### config.mk
export PLATFORM = sky130hd
export DESIGN_NAME = c_integer_literal_typer_top
export DESIGN_NICKNAME = d
export VERILOG_FILES = /design/src/ilt_pkg.sv /design/src/ilt_step.sv /design/src/ilt_classify.sv /design/src/c_integer_literal_typer_top.sv
export VERILOG_INCLUDE_DIRS = /design/src /design/src/src
export SDC_FILE = /design/constraint.sdc
export NUM_CORES = 1
export LEC_CHECK = 0
export ABC_AREA = 1
export BUFFER_PORTS_ARGS = -buffer_cell sky130_fd_sc_hd__buf_4
export CORE_MARGIN = 8
export CORE_UTILIZATION = 30
export DETAILED_ROUTE_END_ITERATION = 10
export SLEW_MARGIN = 15
export SYNTH_ARGS = -nofsm -noshare
export SYNTH_HDL_FRONTEND = slang
export SYNTH_SLANG_ARGS = --single-unit
### constraint.sdc
create_clock -name i_clk -period 13.3 [get_ports i_clk]
set_input_delay 0 -clock i_clk [delete_from_list [all_inputs] [get_ports i_clk]]
set_output_delay 0 -clock i_clk [all_outputs]
set_load 0.02 [all_outputs]
### src/assert_macros.svh
// Assertion helpers; the using module must have i_clk and i_rst_n in scope.
`ifndef ASSERT_MACROS_SVH
`define ASSERT_MACROS_SVH

// Checked only outside reset.
`define ILT_ASSERT(lbl, prop, msg) \
    lbl: assert property (@(posedge i_clk) disable iff (!i_rst_n) prop) else $error(msg);

// Checked on every edge, reset included.
`define ILT_ASSERT_ALWAYS(lbl, prop, msg) \
    lbl: assert property (@(posedge i_clk) prop) else $error(msg);

`endif

### src/ilt_pkg.sv
package ilt_pkg;

    // ASCII codes used by the parser
    localparam logic [7:0] CH_ZERO = 8'h30;
    localparam logic [7:0] CH_ONE  = 8'h31;
    localparam logic [7:0] CH_NINE = 8'h39;
    localparam logic [7:0] CH_UC_A = 8'h41;
    localparam logic [7:0] CH_UC_F = 8'h46;
    localparam logic [7:0] CH_LC_A = 8'h61;
    localparam logic [7:0] CH_LC_F = 8'h66;
    localparam logic [7:0] CH_LC_X = 8'h78;
    localparam logic [7:0] CH_UC_X = 8'h58;
    localparam logic [7:0] CH_LC_U = 8'h75;
    localparam logic [7:0] CH_UC_U = 8'h55;
    localparam logic [7:0] CH_LC_L = 8'h6c;
    localparam logic [7:0] CH_UC_L = 8'h4c;

    localparam logic [4:0] NO_DIGIT = 5'd16;

    // type codes
    localparam logic [2:0] TY_INT    = 3'd0;
    localparam logic [2:0] TY_UINT   = 3'd1;
    localparam logic [2:0] TY_LONG   = 3'd2;
    localparam logic [2:0] TY_ULONG  = 3'd3;
    localparam logic [2:0] TY_LLONG  = 3'd4;
    localparam logic [2:0] TY_ULLONG = 3'd5;

    // status codes
    localparam logic [1:0] ST_OK    = 2'd0;
    localparam logic [1:0] ST_RANGE = 2'd1;
    localparam logic [1:0] ST_BAD   = 2'd2;

    typedef enum logic [1:0] {
        SK_NONE = 2'd0,
        SK_U    = 2'd1,
        SK_L    = 2'd2
    } t_sfx;

    typedef struct packed {
        logic [7:0] char_code;
        logic       last_char;
    } t_in_item;

    typedef struct packed {
        logic [63:0] value;
        logic [2:0]  type_code;
        logic [1:0]  status;
    } t_out_item;

    // Final parse state of one literal, handed to the type selector.
    typedef struct packed {
        logic [63:0] acc;
        logic        ovf;
        logic        bad;
        logic        dec;
        t_sfx        sfx;
    } t_snap;

    function automatic logic [4:0] digit_of(input logic [7:0] c);
        logic [4:0] d;
        d = NO_DIGIT;
        if (c >= CH_ZERO && c <= CH_NINE) begin
            d = 5'(c - CH_ZERO);
        end else if (c >= CH_LC_A && c <= CH_LC_F) begin
            d = 5'(c - CH_LC_A) + 5'd10;
        end else if (c >= CH_UC_A && c <= CH_UC_F) begin
            d = 5'(c - CH_UC_A) + 5'd10;
        end
        return d;
    endfunction

    function automatic t_sfx suffix_of(input logic [7:0] c);
        t_sfx s;
        s = SK_NONE;
        if (c == CH_LC_U || c == CH_UC_U) begin
            s = SK_U;
        end else if (c == CH_LC_L || c == CH_UC_L) begin
            s = SK_L;
        end
        return s;
    endfunction

endpackage

### src/ilt_step.sv
`include "assert_macros.svh"

module ilt_step (
    input  logic            i_clk,
    input  logic            i_rst_n,
    input  logic            i_fire,
    input  ilt_pkg::t_in_item i_item,
    output ilt_pkg::t_snap  o_snap
);
    import ilt_pkg::*;

    typedef enum logic [4:0] {
        PH_START  = 5'b00001,
        PH_ZERO   = 5'b00010,
        PH_HEXPFX = 5'b00100,
        PH_DIGITS = 5'b01000,
        PH_SUFFIX = 5'b10000
    } t_phase;

    typedef enum logic [1:0] {
        RX_DEC = 2'd0,
        RX_OCT = 2'd1,
        RX_HEX = 2'd2
    } t_radix;

    t_phase      r_phase, n_phase;
    t_radix      r_radix, n_radix;
    logic [63:0] r_acc, n_acc;
    logic        r_ovf, n_ovf;
    t_sfx        r_sfx, n_sfx;
    logic        r_bad, n_bad;

    logic [7:0]  c;
    logic [4:0]  d;
    t_sfx        sk;
    logic        d_in_base;
    logic [67:0] prod;
    logic [67:0] sum;

    assign c  = i_item.char_code;
    assign d  = digit_of(c);
    assign sk = suffix_of(c);

    // acc * base + d, 68 bits wide so the carry-out flags overflow
    always_comb begin
        case (r_radix)
            RX_OCT: begin
                prod      = {4'd0, r_acc} << 3;
                d_in_base = d < 5'd8;
            end
            RX_HEX: begin
                prod      = {4'd0, r_acc} << 4;
                d_in_base = d < 5'd16;
            end
            default: begin
                prod      = ({4'd0, r_acc} << 3) + ({4'd0, r_acc} << 1);
                d_in_base = d < 5'd10;
            end
        endcase
        sum = prod + {63'd0, d};
    end

    always_comb begin
        n_phase = r_phase;
        n_radix = r_radix;
        n_acc   = r_acc;
        n_ovf   = r_ovf;
        n_sfx   = r_sfx;
        n_bad   = r_bad;
        if (!r_bad) begin
            case (r_phase)
                PH_START: begin
                    if (c == CH_ZERO) begin
                        n_phase = PH_ZERO;
                        n_radix = RX_OCT;
                        n_acc   = 64'd0;
                    end else if (c >= CH_ONE && c <= CH_NINE) begin
                        n_phase = PH_DIGITS;
                        n_radix = RX_DEC;
                        n_acc   = {59'd0, d};
                    end else begin
                        n_bad = 1'b1;
                    end
                end
                PH_ZERO: begin
                    if (c == CH_LC_X || c == CH_UC_X) begin
                        n_phase = PH_HEXPFX;
                        n_radix = RX_HEX;
                    end else if (d < 5'd8) begin
                        n_phase = PH_DIGITS;
                        n_acc   = {59'd0, d};
                    end else if (sk != SK_NONE) begin
                        n_phase = PH_SUFFIX;
                        n_sfx   = sk;
                    end else begin
                        n_bad = 1'b1;
                    end
                end
                PH_HEXPFX: begin
                    if (d < 5'd16) begin
                        n_phase = PH_DIGITS;
                        n_acc   = {59'd0, d};
                    end else begin
                        n_bad = 1'b1;
                    end
                end
                PH_DIGITS: begin
                    if (d_in_base) begin
                        n_acc = sum[63:0];
                        if (sum[67:64] != 4'd0) begin
                            n_ovf = 1'b1;
                        end
                    end else if (sk != SK_NONE) begin
                        n_phase = PH_SUFFIX;
                        n_sfx   = sk;
                    end else begin
                        n_bad = 1'b1;
                    end
                end
                PH_SUFFIX: begin
                    // later u/l letters are ignored
                    if (sk == SK_NONE) begin
                        n_bad = 1'b1;
                    end
                end
                default: begin
                    n_bad = 1'b1;
                end
            endcase
        end
    end

    always_comb begin
        o_snap.acc = n_acc;
        o_snap.ovf = n_ovf;
        o_snap.bad = n_bad || n_phase == PH_START || n_phase == PH_HEXPFX;
        o_snap.dec = n_radix == RX_DEC;
        o_snap.sfx = n_sfx;
    end

    // state returns to start after the last character of a literal
    always_ff @(posedge i_clk) begin
        if (!i_rst_n) begin
            r_phase <= PH_START;
            r_radix <= RX_DEC;
            r_acc   <= 64'd0;
            r_ovf   <= 1'b0;
            r_sfx   <= SK_NONE;
            r_bad   <= 1'b0;
        end else if (i_fire) begin
            if (i_item.last_char) begin
                r_phase <= PH_START;
                r_radix <= RX_DEC;
                r_acc   <= 64'd0;
                r_ovf   <= 1'b0;
                r_sfx   <= SK_NONE;
                r_bad   <= 1'b0;
            end else begin
                r_phase <= n_phase;
                r_radix <= n_radix;
                r_acc   <= n_acc;
                r_ovf   <= n_ovf;
                r_sfx   <= n_sfx;
                r_bad   <= n_bad;
            end
        end
    end

    `ILT_ASSERT(a_clear_after_last, i_fire && i_item.last_char |=> r_phase == PH_START && r_acc == 64'd0 && !r_ovf && !r_bad, "parse state not cleared after last item")
    `ILT_ASSERT(a_ovf_in_digits, $rose(r_ovf) |-> r_phase == PH_DIGITS, "overflow set outside digit phase")
    `ILT_ASSERT(a_hexpfx_radix, r_phase == PH_HEXPFX |-> r_radix == RX_HEX, "hex prefix without hex radix")

endmodule

### src/ilt_classify.sv
module ilt_classify #(
    parameter int INT_BITS = 32
) (
    input  ilt_pkg::t_snap     i_snap,
    output ilt_pkg::t_out_item o_item
);
    import ilt_pkg::*;

    localparam logic [63:0] ALL_ONES = {64{1'b1}};
    localparam logic [63:0] INT_MAX  = ALL_ONES >> (65 - INT_BITS);
    localparam logic [63:0] UINT_MAX = ALL_ONES >> (64 - INT_BITS);
    localparam logic [63:0] LONG_MAX = ALL_ONES >> 1;

    logic       fits_int, fits_uint, fits_long;
    logic [2:0] ty;
    logic [1:0] st;

    assign fits_int  = i_snap.acc <= INT_MAX;
    assign fits_uint = i_snap.acc <= UINT_MAX;
    assign fits_long = i_snap.acc <= LONG_MAX;

    always_comb begin
        ty = TY_INT;
        st = ST_OK;
        if (i_snap.bad) begin
            st = ST_BAD;
        end else if (i_snap.ovf) begin
            st = ST_RANGE;
        end else begin
            case (i_snap.sfx)
                SK_NONE: begin
                    if (fits_int) begin
                        ty = TY_INT;
                    end else if (!i_snap.dec && fits_uint) begin
                        ty = TY_UINT;
                    end else if (fits_long) begin
                        ty = TY_LONG;
                    end else if (!i_snap.dec) begin
                        ty = TY_ULONG;
                    end else begin
                        st = ST_RANGE;
                    end
                end
                SK_U: begin
                    ty = fits_uint ? TY_UINT : TY_ULONG;
                end
                default: begin
                    if (fits_long) begin
                        ty = TY_LONG;
                    end else if (!i_snap.dec) begin
                        ty = TY_ULONG;
                    end else begin
                        st = ST_RANGE;
                    end
                end
            endcase
        end
    end

    // error results carry zero value and type
    always_comb begin
        o_item.status    = st;
        o_item.type_code = (st == ST_OK) ? ty : TY_INT;
        o_item.value     = (st == ST_OK) ? i_snap.acc : 64'd0;
    end

endmodule

### src/c_integer_literal_typer_top.sv
// channel  direction  payload                          handshake
// in       input      t_in_item  {char_code, last_char} i_in_valid / o_in_stall
// out      output     t_out_item {value, type_code, status} o_out_valid / i_out_stall
//
// One character per cycle unless a last character meets a stalled parse-step stage.
// Stages: input register, parse step, type select; a result is registered in each in turn.
// The 68-bit shift-add of the accumulator sets the step path; type select is one compare deep.
// Synchronous reset empties all stages and returns the parser to start of literal.
// Output stall holds the result; stalls back up only as far as a full stage.
`include "assert_macros.svh"

module c_integer_literal_typer_top #(
    parameter int INT_BITS = 32
) (
    input  logic               i_clk,
    input  logic               i_rst_n,
    input  logic               i_in_valid,
    output logic               o_in_stall,
    input  ilt_pkg::t_in_item  i_in_item,
    output logic               o_out_valid,
    input  logic               i_out_stall,
    output ilt_pkg::t_out_item o_out_item
);
    import ilt_pkg::*;

    logic      r_a_valid;
    t_in_item  r_a_item;
    logic      r_b_valid;
    t_snap     r_b_snap;
    logic      r_out_valid;
    t_out_item r_out_item;

    logic      out_free, b_free, a_go, a_free;
    t_snap     step_snap;
    t_out_item cls_item;

    assign out_free = !r_out_valid || !i_out_stall;
    assign b_free   = !r_b_valid || out_free;
    // a non-final character only updates parse state, so it never waits
    assign a_go     = r_a_valid && (!r_a_item.last_char || b_free);
    assign a_free   = !r_a_valid || a_go;

    assign o_in_stall  = !a_free;
    assign o_out_valid = r_out_valid;
    assign o_out_item  = r_out_item;

    ilt_step u_step (
        .i_clk   (i_clk),
        .i_rst_n (i_rst_n),
        .i_fire  (a_go),
        .i_item  (r_a_item),
        .o_snap  (step_snap)
    );

    ilt_classify #(
        .INT_BITS (INT_BITS)
    ) u_classify (
        .i_snap (r_b_snap),
        .o_item (cls_item)
    );

    always_ff @(posedge i_clk) begin
        if (!i_rst_n) begin
            r_a_valid   <= 1'b0;
            r_b_valid   <= 1'b0;
            r_out_valid <= 1'b0;
        end else begin
            if (a_free) begin
                r_a_valid <= i_in_valid;
            end
            if (b_free) begin
                r_b_valid <= a_go && r_a_item.last_char;
            end
            if (out_free) begin
                r_out_valid <= r_b_valid;
            end
        end
    end

    always_ff @(posedge i_clk) begin
        if (a_free && i_in_valid) begin
            r_a_item <= i_in_item;
        end
        if (a_go && r_a_item.last_char) begin
            r_b_snap <= step_snap;
        end
        if (out_free && r_b_valid) begin
            r_out_item <= cls_item;
        end
    end

    `ILT_ASSERT(a_err_zeroed, o_out_valid && o_out_item.status != ST_OK |-> o_out_item.value == 64'd0 && o_out_item.type_code == TY_INT, "error item with nonzero value or type")
    `ILT_ASSERT(a_int_fits, o_out_valid && o_out_item.status == ST_OK && o_out_item.type_code == TY_INT |-> o_out_item.value[63:INT_BITS-1] == '0, "int item exceeds int range")
    `ILT_ASSERT_ALWAYS(a_reset_empties, !i_rst_n |=> !o_out_valid && !r_b_valid && !r_a_valid, "pipeline not empty after reset")

endmodule

==> impl_metrics.py, run 1 <==
metrics = {
    "run_status": {
        "status": "finished, final reports clean",
    },
    "clocking": {
        "h-tree-depth": 1,
        "clk_latency_ns": 0.54,
        "cts.path.max_buffers": 3,
        "cts_made_buffers": 23,
        "cts_sinks": 224,
        "clk_pin_slew_ns": 0.06,
        "cts_resized": 0,
        "root_buffer": "clkbuf_16",
        "cts_tree": "built",
    },
    "timing": {
        "finalMaxSlewViolations": 0,
        "worstMarginPinSlew_ns": 1.19,
        "worst_slack_ns": 7.99,
        "period_needed_ns": 5.31,
        "fin_crit_sh_pct": 39.9,
        "rsz0062_at_grt": "false",
        "tns_ns": 0,
        "hold_viol_final": 0,
        "finClkSkew_ns": 0.0260,
        "final-setup-viol-count": 0,
        "fmax_mhz": 188,
        "relSlewSlack_pct": 20.2,
    },
    "detailed_routing": {
        "drc": 0,
        "drt_wl_total_um": 68500,
        "vias": 19337,
        "dr.first_iter.drc_count": 1773,
        "first_pass_iters": 8,
        "wire_per_inst_um": 17.5,
        "vias_per_cell": 4.94,
        "antenna_left": 0,
    },
    "critical_path": {
        "worst_path_max_delay_cell": "nor4_1",
        "crit_cells": 24,
        "worstPathMaxFanout": 46,
        "crit_required_ns": 13.58,
        "arrival_ns": 5.59,
        "critical_path.endpoint_type": "register",
        "cpMostUsedCell": "nand2_1",
        "critPathCapture": "r_b_snap[4]",
        "crit_type": "reg2reg",
        "crit_path_max_incr_delay_ns": 0.76,
        "startpoint_type": "register",
        "timing.rr.start": "u_step.r_radix[0]",
        "r2r_end": "r_b_snap[4]",
        "worstSetupStartpoint": "u_step.r_radix[0]",
        "worst-path-buf-inv": 4,
        "r2r_cells": 24,
        "crit_family": "simple AND/OR/NAND/NOR gates",
        "rrSetupSlack_ns": 7.99,
        "worstPathCellList": "inv_1, ha_4, buf_4, inv_2, nand3_1, nand2_1, ha_1, inv_1, o21ai_0, a21oi_1, nor2_1, nand3_2, nor2_4, nand2_4, nor2_8, nand3_4, nor4_1, nand2_1, nand2_1, nand2_1, nor2_1, nand3_1, nand2_1, nand2_1",
    },
    "cells_and_area": {
        "n_fill_cell": 6963,
        "antenna-diode-count": 0,
        "most-common-layout-cells": "nand2_1 (944), inv_1 (497), nor2_1 (306), nand3_1 (203), a21oi_1 (191)",
        "final_common_cell": "nand2_1",
        "drive_gt1_share_pct": 9.41,
        "area_growth_pct": 11.9,
        "fin_nets": 3142,
    },
    "synthesis": {
        "ys_ff_latch": 224,
        "syn-cell-area_um2": 19100,
        "synth_xor_xnor_area_share_pct": 0.961,
        "synth_top_family_by_area": "simple AND/OR/NAND/NOR gates",
        "yosysSeqAreaShare_pct": 31.1,
        "ys_warn_count": 0,
        "ys_async_sr_fraction_pct": 0,
        "synth_edf_count": 146,
        "yosys_most_used_dff": "edfxtp_1",
        "synth_cell_types": 64,
        "syn-num-nets": 3077,
        "synth_area_per_cell_um2": 6.40,
        "yosys.area_share.simple_pct": 38.4,
        "synth.area.mux_share_pct": 0,
        "synthAdderAreaFrac_pct": 4.85,
        "synth_cells": 2991,
        "synth_compound_area_share_pct": 12.3,
    },
    "global_routing": {
        "grt_pass1_vias": 18127,
        "grt_overflow": 0,
        "grtUsageMet1_pct": 24.7,
        "grt_pass1_wl_um": 105000,
        "antenna_found_initial": 0,
        "use_met2_pct": 30.8,
        "grt_max_degree": 76,
        "grt.busiest_layer": "met2",
        "grt_use_total_pct": 18.5,
        "grtUsageMet3_pct": 1.72,
    },
    "placed_design": {
        "pre_cts_slack_ns": 8.07,
        "portBuffers": 82,
        "gp_congestion": 1.07,
        "dpl.hpwl_um": 55500,
    },
    "die": {
        "top_level_ports": 84,
        "initial_core_util_pct": 30.4,
        "dieArea_um2": 72200,
        "core_area_um2": 63100,
        "die_w_um": 269,
        "chipHeight_um": 269,
        "fp-row-count": 92,
    },
    "min_path": {
        "worst_hold_path_type": "in2reg",
        "hold_start": "i_in_item[3]",
        "whs_path_depth": 2,
    },
    "power": {
        "power.static_leakage_uw": 0.00973,
        "total_power_uw": 1450,
        "powerDensity_nw_per_um2": 67.6,
        "ir_drop_mv": 0.0743,
    },
    "run": {
        "max-cap-violations": 0,
    },
}
-- timing repair --
action / 4_1_cts / 5_1_grt
endpoints found under the hold margin: 20 / 0
setup buffers: 0 / 0
hold buffers: 14 / 0
-- cells by family (layout without fill, tap and decap cells) --
kind of cell	count (synthesis)	after routing
AOI/OAI and AO/OA	398	398
buffers and inverters	603	684
other	1	1
xor gates and xnor gates	21	21
DFF	224	224
and+or+nand+nor	1671	1671
adders and majority gates	73	73
-- where the power goes --
group	internal, µW	switching (µW)	total, µW	leakage [µW]
clock	340	274	614	0.000332
combinational	20.9	55.3	76.1	0.00739
sequential	750	7.60	758	0.00200
-- final cells by class --
type	instances	area, µm²	share of cell area, %
inverters	533	2000	9.35
clock inverters	11	90.1	0.421
flip-flops and latches	224	5950	27.8
multi-input cells	2164	10900	50.7
repair buffers	110	861	4.02
well taps	846	1060	4.94
clock buffers	30	602	2.81
-- stage by stage --
stage | cell area (µm²) | utilization, % | hold WS (ns) | std cells
floorplan | 19100 | - | 0.0989 | 2991
global placement | 20600 | 32.6 | 0.179 | 3863
detailed placement | 20600 | 32.6 | 0.181 | 3863
CTS | 21400 | 34.0 | 0.170 | 3918
global route | 21400 | 34.0 | 0.186 | 3918
finish | 21400 | 34.0 | 0.197 | 3918
-- Yosys cell counts (3+ instances only) --
cell       instances  area, µm²
a21oi_1          192        961
a21oi_2            4       35.0
a221o_1           24        240
a31oi_1            3       18.8
a32o_1             6       60.1
and2_1             4       25.0
buf_2             20        100
buf_4              9       67.6
buf_6              7       78.8
clkbuf_1          33        124
clkinv_1           4       15.0
dfxtp_1           78       1560
edfxtp_1         146       4380
ha_1              71        888
inv_1            499       1870
inv_2             29        109
nand2_1          946       3550
nand2_2           33        206
nand2_4            4       45.0
nand3_1          203       1020
nand3_2           20        200
nand3_4            4       70.1
nand3b_1          14        105
nand4_1           50        313
nor2_1           307       1150
nor2_2            23        144
nor2_4            11        124
nor2_8             6        120
nor3_1            27        135
nor4_1            10       62.6
o2111ai_1          4       35.0
o211ai_1          10       75.1
o21ai_0           93        465
o21ai_1           16       80.1
o21ai_2            7       61.3
o21bai_1           3       22.5
o22ai_1           18        113
xnor2_1            7       61.3
xor2_1            14        123
-- layer usage --
metal | vias up | share of wire (%)
li1 | 9722 | -
met1 | 8862 | 44
met2 | 630 | 46
met3 | 123 | 6.1
met4 | 0 | 3.9
met5 | - | 0
-- how the worst min path moves through the flow --
stage                   to  slack [ns]
3_3_place_gp   r_a_item[0]        0.18
5_1_grt        r_a_item[4]        0.19
3_5_place_dp   r_a_item[2]        0.18
2_1_floorplan  r_a_item[0]         0.1
6_report       r_a_item[3]        0.20
4_1_cts        r_a_item[3]        0.17
-- flip-flops by register name, summed over array words and instances, names as in the netlist --
signal / cells
r_a_item: 9
r_b_snap: 69
u_step.r_phase: 5
u_step.r_acc: 64
r_a_valid: 1
o_out_valid: 1
u_step.r_radix: 2
u_step.r_sfx: 2
r_b_valid: 1
u_step.r_ovf: 1
o_out_item: 68
u_step.r_bad: 1
Note: power is estimated with default switching activity, not from simulation.
==> inputs of run 2 (changes only) <==
ABC_AREA = 0   (was 1)
clock period = 4.5 ns   (was 13.3 ns; I/O delays follow)
==> run 2 against run 1 <==
The flow now finishes with violations (setup timing). Power increased to 3.0 times the previous value. Sequential power grew to 2.9 times the previous value. Worst setup slack got worse by 8.1 ns. Synthesized area shrank 8.9%. Sequential share of layout area decreased by 3.0 points. Clock-buffer cell count shrank 3. First-iteration DRC count increased by 1.9%. Cell count fell by 15%. Critical path type unchanged.
==> impl_metrics.py, run 2 <==
metrics = {
    "detailed_routing": {
        "vias": 18835,
        "drc": 0,
        "vias_per_cell": 5.66,
        "dr.first_iter.drc_count": 1806,
        "first_pass_iters": 5,
        "wire_per_inst_um": 21.0,
        "antenna_left": 0,
        "drt_wl_total_um": 69800,
    },
    "critical_path": {
        "critical_path.endpoint_type": "register",
        "timing.rr.start": "u_step.r_acc[14]",
        "arrival_ns": 4.91,
        "rrSetupSlack_ns": -0.12,
        "startpoint_type": "register",
        "crit_type": "reg2reg",
        "r2r_end": "r_b_snap[4]",
        "r2r_cells": 16,
        "worstSetupStartpoint": "u_step.r_acc[14]",
        "crit_required_ns": 4.79,
        "worstPathMaxFanout": 7,
    },
    "die": {
        "fp-row-count": 88,
        "initial_core_util_pct": 30.3,
        "chipHeight_um": 257,
        "top_level_ports": 84,
        "core_area_um2": 57600,
        "dieArea_um2": 66100,
        "die_w_um": 257,
    },
    "synthesis": {
        "yosys.area.top_type": "edfxtp_1",
        "syn-num-nets": 2135,
        "yosysSeqAreaShare_pct": 34.1,
        "ys_warn_count": 0,
        "syn-cell-area_um2": 17400,
        "synth_area_per_cell_um2": 8.52,
        "netlist.area_leader.share_pct": 25.1,
        "synth_cell_types": 101,
        "yosys_most_used_dff": "edfxtp_1",
        "yosysMostFrequentCell": "nand2_1",
        "ys_ff_latch": 224,
        "ys_async_sr_fraction_pct": 0,
        "synth_common_cells": "nand2_1 (187), nor2_1 (156), edfxtp_1 (146)",
        "synth_cells": 2049,
        "synth_edf_count": 146,
        "synth_area_leaders": "edfxtp_1 (25%), dfxtp_1 (8.9%), ha_1 (5.1%), nand2_1 (4.0%), a21oi_1 (4.0%)",
    },
    "global_routing": {
        "grt_overflow": 0,
        "grt_pass1_vias": 17896,
        "grt_use_total_pct": 19.9,
        "antenna_found_initial": 0,
        "grtUsageMet3_pct": 2.65,
        "use_met2_pct": 31.4,
        "grt_max_degree": 78,
        "grt.busiest_layer": "met2",
        "grtUsageMet1_pct": 28.5,
        "grt_pass1_wl_um": 107000,
    },
    "clocking": {
        "cts_made_buffers": 24,
        "root_buffer": "clkbuf_16",
        "clk_pin_slew_ns": 0.08,
        "clk_latency_ns": 0.54,
        "h-tree-depth": 1,
        "cts_sinks": 224,
        "cts_tree": "built",
        "cts.path.max_buffers": 3,
    },
    "timing": {
        "rsz0062_at_grt": "true",
        "fmax_mhz": 216,
        "worstMarginPinSlew_ns": 1.10,
        "final-setup-viol-count": 7,
        "worst_slack_ns": -0.123,
        "relSlewSlack_pct": 26.4,
        "hold_viol_final": 0,
        "fin_crit_sh_pct": 103,
        "finalMaxSlewViolations": 0,
        "finClkSkew_ns": 0.0279,
        "period_needed_ns": 4.62,
    },
    "cells_and_area": {
        "most-common-layout-cells": "buf_4 (569), nand2_1 (183), edfxtp_1 (146), nor2_1 (144), a21oi_1 (114)",
        "utilization_pct": 42.0,
        "max_flop_register": "r_b_snap",
        "area_growth_pct": 38.8,
        "antenna-diode-count": 0,
        "n_fill_cell": 5651,
        "fin_area_um2": 24200,
        "drive_gt1_share_pct": 33.0,
        "final_common_cell": "buf_4",
        "fin_nets": 2628,
        "seq_area_um2": 5980,
        "largest_reg_flops": 69,
        "multiInputGateArea_um2": 11700,
    },
    "power": {
        "total_power_uw": 4410,
        "net-switching-power_uw": 1070,
        "ir_drop_mv": 0.233,
        "swShare_pct": 24.2,
        "clock_power_share_pct": 43.8,
        "power.sequential.fraction_pct": 50.5,
        "power.static_leakage_uw": 0.00935,
        "p_int_uw": 3340,
        "powerDensity_nw_per_um2": 182,
        "combPwrFrac_pct": 5.7,
    },
    "placed_design": {
        "portBuffers": 82,
        "dpl.hpwl_um": 54800,
        "pre_cts_slack_ns": -0.395,
        "gp_congestion": 0.943,
        "placed_area_um2": 22100,
    },
    "min_path": {
        "worst_hold_path_type": "in2reg",
        "min_to": "u_step.r_acc[62]",
        "whs_path_depth": 2,
        "hold_start": "i_rst_n",
    },
    "run_status": {
        "status": "finished with violations",
        "violations": "setup timing",
    },
    "run": {
        "max-cap-violations": 0,
    },
}
==> run 2: cell types whose count changed after synthesis, moves of 33 or more <==
cell / delta
nor2b_1: +83
o21ai_0: +39
and2_1: +86
a221oi_1: +39
a22oi_1: +74
inv_1: -465
nor3_1: +33
nand3_1: -154
nand2_2: -33
clkbuf_1: +40
nand2_1: -759
a21oi_1: -52
nor2_1: -151
==> run 2: kinds of logic after synthesis <==
kind of cell | after synthesis | share of synthesized area (%)
other | 1 | 0.0215
xor gates and xnor gates | 70 | 3.51
muxes | 14 | 0.817
and+or+nand+nor | 823 | 25.1
buffers and inverters | 166 | 4.12
AOI/OAI and AO/OA | 678 | 27.0
adders and majority gates | 73 | 5.32
DFF | 224 | 34.1
==> run 2: layout make-up <==
cell class | instances | share of cell area [%]
inverters | 35 | 0.563
flip-flops and latches | 224 | 24.7
repair buffers | 598 | 19.3
well taps | 765 | 3.95
multi-input cells | 1659 | 48.4
clock buffers | 27 | 2.66
clock inverters | 17 | 0.455
==> run 2: metal layers <==
metal,vias to the layer above,share of wire [%]
met3,103,7.3
met1,9164,46
met5,-,0
met4,0,2.6
li1,8834,-
met2,734,44
==> run 2: what timing repair did <==
item | CTS | global route
pin swaps | 47 | 60
hold buffers | 11 | 0
setup buffers | 21 | 20
resized for setup | 79 | 138
hold endpoints to repair | 12 | 0
setup endpoints to repair | 18 | 40
==> run 2: worst max-delay path by stage <==
stage	cells after the start	end
2_1_floorplan	29	r_b_snap[4]
3_3_place_gp	16	r_b_snap[4]
3_5_place_dp	15	r_b_snap[4]
4_1_cts	16	r_b_snap[4]
5_1_grt	20	r_b_snap[4]
6_report	16	r_b_snap[4]
==> run 2: power groups by stage <==
stage               Sequential [µW]  Combinational, µW  Clock, µW
global placement               2270                223          0
finish                         2230                253       1930
detailed placement             2270                225          0
global route                   2230                270       2040
CTS                            2230                243       1970
floorplan                      2280                120          0
==> run 2: stage by stage <==
stage,hold slack [ns],TNS [ns],cells
after floorplan,0.0989,-5.63,2049
final,0.0901,-0.377,3325
after global routing,0.108,-2.40,3325
after global placement,0.180,-1.45,3228
after CTS,0.0642,-0.143,3304
after detailed placement,0.180,-1.87,3228
==> run 2: worst max-delay path, stage by stage, from the launching register on <==
cell      delay (ns)
dfxtp_1         0.35
ha_1            0.42
a21oi_1         0.29
o21ai_1         0.10
buf_4           0.17
nor2_1          0.24
buf_4           0.18
a211o_1         0.16
o311a_1         0.30
nand4_1         0.22
or4_4           0.51
clkinv_4        0.08
nand2_4         0.06
or4_4           0.51
or3_1           0.35
a22o_1          0.24
a21o_1          0.18
